--- src/pnfe_pkg.sv ---
`timescale 1ns / 1ps
// types and constants shared by the petri net firing engine
// no dependencies

package pnfe_pkg;

  localparam int unsigned WEIGHT_W = 16;
  localparam int unsigned VALUE_W  = 16;
  localparam int unsigned MASK_W   = 16;
  localparam int unsigned INDEX_W  = 4;
  localparam int unsigned CMD_W    = 3;
  localparam int unsigned STATUS_W = 2;
  localparam int unsigned PADDR_W  = 3;
  localparam int unsigned PDATA_W  = 32;

  // register select bit of paddr (one register, at byte address 0)
  localparam logic REG_ENGINE_ON = 1'b0;

  typedef enum logic [CMD_W-1:0] {
    CMD_WR_TOKEN = 3'd0,
    CMD_WR_IN_W  = 3'd1,
    CMD_WR_OUT_W = 3'd2,
    CMD_FIRE     = 3'd3,
    CMD_RD_TOKEN = 3'd4
  } cmd_e;

  typedef enum logic [STATUS_W-1:0] {
    STATUS_OK     = 2'd0,
    STATUS_REJECT = 2'd1,
    STATUS_SAT    = 2'd2
  } status_e;

  typedef enum logic [1:0] {
    ST_CLEAR,
    ST_IDLE,
    ST_SCAN,
    ST_FINISH
  } state_e;

  typedef struct packed {
    logic [CMD_W-1:0]   cmd;
    logic [INDEX_W-1:0] place_index;
    logic [INDEX_W-1:0] transition_index;
    logic [VALUE_W-1:0] value;
  } in_item_t;

  typedef struct packed {
    logic [STATUS_W-1:0] status;
    logic [MASK_W-1:0]   enabled_mask;
    logic [VALUE_W-1:0]  token_value;
  } out_item_t;

endpackage

--- src/pnfe_wt_mem.sv ---
`timescale 1ns / 1ps
// arc weight memory: one row per place, one 16-bit lane per transition
// uses pnfe_pkg for the weight width

module pnfe_wt_mem #(
  parameter int unsigned ROWS  = 16,
  parameter int unsigned LANES = 16
) (
  input  logic                                      clk_i,
  input  logic                                      we_i,
  input  logic [((ROWS > 1) ? $clog2(ROWS) : 1)-1:0] waddr_i,
  input  logic [LANES-1:0]                          lane_we_i,
  input  logic [pnfe_pkg::WEIGHT_W-1:0]             wdata_i,
  input  logic [((ROWS > 1) ? $clog2(ROWS) : 1)-1:0] raddr_i,
  output logic [LANES-1:0][pnfe_pkg::WEIGHT_W-1:0]  rdata_o
);

  logic [LANES-1:0][pnfe_pkg::WEIGHT_W-1:0] mem_q [ROWS];
  logic [LANES-1:0][pnfe_pkg::WEIGHT_W-1:0] rdata_q;

  // lane-masked write
  always_ff @(posedge clk_i) begin
    if (we_i) begin
      for (int l = 0; l < LANES; l++) begin
        if (lane_we_i[l]) begin
          mem_q[waddr_i][l] <= wdata_i;
        end
      end
    end
  end

  // registered row read
  always_ff @(posedge clk_i) begin
    rdata_q <= mem_q[raddr_i];
  end

  assign rdata_o = rdata_q;

endmodule

--- config.mk ---
export PLATFORM = sky130hd
export DESIGN_NAME = pnfe_wt_mem
export DESIGN_NICKNAME = d
export VERILOG_FILES = /design/src/pnfe_pkg.sv /design/src/pnfe_wt_mem.sv
export SDC_FILE = /design/constraint.sdc
export NUM_CORES = 2
export LEC_CHECK = 0
export BUFFER_PORTS_ARGS = -buffer_cell sky130_fd_sc_hd__clkbuf_2
export CAP_MARGIN = 20
export CORE_UTILIZATION = 55
export CTS_CLUSTER_DIAMETER = 50
export DETAILED_ROUTE_END_ITERATION = 7
export GPL_TIMING_DRIVEN = 1
export PLACE_DENSITY_LB_ADDON = 0.2
export SYNTH_ARGS = -nofsm -noshare
export SYNTH_HDL_FRONTEND = slang
export SYNTH_SLANG_ARGS = --single-unit
export TNS_END_PERCENT = 1
--- constraint.sdc ---
create_clock -name clk_i -period 2.8 [get_ports clk_i]
set_clock_uncertainty 0.1 [all_clocks]
set_input_delay 0.28 -clock clk_i [delete_from_list [all_inputs] [get_ports clk_i]]
set_output_delay 0.28 -clock clk_i [all_outputs]
set_load 0.02 [all_outputs]
==> impl_results.rst <==
.. list-table::
   :header-rows: 1

   * - Metric
     - Value
   * - Share of the clock period used by the worst path
     - 96.6%
   * - Unrepaired setup endpoints after global routing
     - false
   * - HPWL after detailed placement
     - 234000 um
   * - Required time of the worst setup path
     - 3.53 ns
   * - Setup crit end kind
     - flop
   * - Number of vias per cell
     - 6.40
   * - Overall die height
     - 541 um
   * - Clk slew on worst S/H paths
     - 0.06 ns
   * - Max-cap violation count
     - 0
   * - Initial core utilization
     - 55.4%
   * - LEAKAGE
     - 60.7 nW
   * - First-pass GRT wire length
     - 574000 um
   * - Number of nets with antenna violations after routing
     - 0
   * - Resized Gates After CTS
     - 0
   * - Cts hold-fix bufs
     - 26
   * - CTS tree
     - done
   * - Fill count
     - 18700
   * - Commonest non-fill, non-tap cell in the layout
     - edfxtp_1
   * - Die W
     - 541 um
   * - Detailed-router iteration count before antenna repair
     - 6
   * - Pwr per Cell Area
     - 755 mW/mm^2
   * - Final routed wire length divided by cell count
     - 33.2 um
   * - RePlAce Congestion
     - 0.794
   * - Netlist cell types
     - 24
   * - Final number of max-transition violations
     - 0
   * - Total DRC errors in the routed layout
     - 0
   * - Largest fanout on the critical path
     - 35
   * - Yosys warns
     - 0
   * - Number of buffers inserted by port buffering
     - 297
   * - Final Routed Wirelength
     - 403000 um
   * - Slew margin rel.
     - 25.2%
   * - Count of boundary I/O pins
     - 298
   * - Fraction of final layout cells sized beyond drive strength 1
     - 32.6%
   * - Synthesized area per cell
     - 23.0 um^2
   * - Synth Register Bits
     - 4352
   * - Deepest level of the CTS H-tree
     - 5
   * - Area delta synth->final
     - 16.6%
   * - Final-layout setup total negative slack
     - 0 ns
   * - Synthesized cell area
     - 0.160 mm^2
   * - Number of instances in the synthesized netlist
     - 6952
   * - Critical path start-end classification
     - input port to flop
   * - Footprint of the flip-flops and latches
     - 0.128 mm^2
   * - Final WS setup
     - 0.0954 ns
   * - Core region area
     - 0.288 mm^2
   * - Pin slew with the least headroom to its limit
     - 1.12 ns
   * - Setup violation total in the final timing report
     - 0
   * - Status
     - completed
   * - Cell depth of the worst min-delay path
     - 4
   * - Final Power
     - 141 mW
   * - Buffer count from post-CTS setup fixing
     - 0
   * - Post-layout net count
     - 7982
   * - Data arrival at the endpoint of the critical path
     - 3.44 ns
   * - Worst R2R Setup Slack
     - 0.54 ns
   * - Inserted Clock Buffers
     - 447
   * - Total die area
     - 0.292 mm^2
   * - Fmax
     - 370 MHz
   * - Portion of the post-synthesis area used by sequential elements
     - 80.2%
   * - Sink Count
     - 4352
   * - Vias in the first global route
     - 78300
   * - DR vias
     - 77600
   * - Worst hold path class
     - input port to flop
   * - Clock root buffer master
     - clkbuf_16
   * - Total congestion overflow after global routing
     - 0
   * - Clk Latency, worst-skew pair
     - 1.00 ns
   * - All-layer global routing usage
     - 27.7%
   * - DRT iter0 DRCs
     - 9596
   * - Most frequent cells in the layout
     - 4096 x edfxtp_1, 969 x mux4_2, 474 x buf_4, 451 x clkbuf_16, 449 x a22oi_1
   * - Placement Setup Slack
     - 0.152 ns
   * - Peak VDD IR
     - 572 uV
   * - CP Launch Type
     - input port
   * - Number of antenna violations at the first check in global routing
     - 12
   * - Number of hold violations in the final report
     - 0
   * - Area of combinational cells with multiple inputs
     - 0.0299 mm^2
   * - Synthesized net count
     - 6994
   * - Placement row count
     - 197
   * - Pin count of the biggest net entering global routing
     - 127
   * - R2R cell count
     - 5
   * - Crit path time final
     - 2.70 ns
   * - Maximum clock insertion buffer count
     - 4
synthesized netlist by cell type:
library cell	number	area share (%)
a221oi_1	22	0.12
o21ai_0	25	0.078
nor2_1	261	0.61
nand3_1	6	0.019
edfxtp_1	4096	77
clkbuf_1	183	0.43
dfxtp_1	256	3.2
mux2i_1	38	0.24
buf_4	56	0.26
a22oi_1	449	2.1
and2_0	1	0.0039
mux4_2	969	14
buf_2	87	0.27
buf_6	7	0.049
nand4_1	1	0.0039
nand2_1	227	0.53
mux2_2	102	0.72
nand2b_1	24	0.094
o221ai_1	33	0.18
and2_1	2	0.0078
or2_2	1	0.0039
buf_1	55	0.13
nor2b_1	43	0.17
o22a_1	8	0.044
logic make-up (layout without fill, tap and decap cells):
family	after synthesis	in the layout	synth area share, %
DFF	4352	4352	80.2
muxes	1109	1109	14.6
and+or+nand+nor	566	566	1.45
AOI/OAI and AO/OA	537	537	2.54
buffers and inverters	388	1776	1.14
other	0	14	0
flip-flops by register name (all words and copies together) (netlist names):
signal / count
rdata_o: 256
mem_q: 4096
final cells by class:
class,instances,share of cell area (%)
Clock buffer,584,6.55
Multi-Input combinational cell,2212,16.1
Tap cell,3781,2.54
Clock inverter,265,1.62
Timing Repair Buffer,927,4.35
Sequential cell,4352,68.8
Antenna cell,14,0.0188
worst paths after layout:
path | startpoint | end
setup / recovery | raddr_i[0] | rdata_o[7]
setup reg to reg | mem_q[8][7] | rdata_o[7]
hold reg to reg | mem_q[10][112] | rdata_o[112]
hold / removal | waddr_i[0] | mem_q[7][198]
worst max-delay path: stages:
cell and delay, ns:
dlygate4sd3_1 0.58, buf_12 0.37, buf_12 0.33, mux2_2 0.37, o221ai_1 0.16, dlygate4sd3_1 0.57
o21ai_0 0.08, dlygate4sd3_1 0.57
metal layers:
layer  track usage [%]  wire [um]
met1              39.4     159000
met2              44.9     198000
met3              4.45      34800
met4              7.73      10800
met5                 0         13
stage by stage:
stage | util (%) | std cells | hold slack, ns | area (um^2)
2_1_floorplan | - | 6952 | 0.279 | 160000
3_3_place_gp | 59.2 | 11200 | 0.552 | 171000
3_5_place_dp | 59.2 | 11200 | 0.558 | 171000
4_1_cts | 64.5 | 12100 | 0.00000677 | 186000
5_1_grt | 64.5 | 12100 | 0.0791 | 186000
6_report | 64.5 | 12100 | 0.0446 | 186000
power breakdown:
| group | switching [mW] | internal, mW |
|---|---|---|
| sequential | 0.649 | 72.3 |
| combinational | 4.61 | 2.68 |
| clock | 25.2 | 35.1 |
Note: power is estimated with default switching activity, not from simulation.
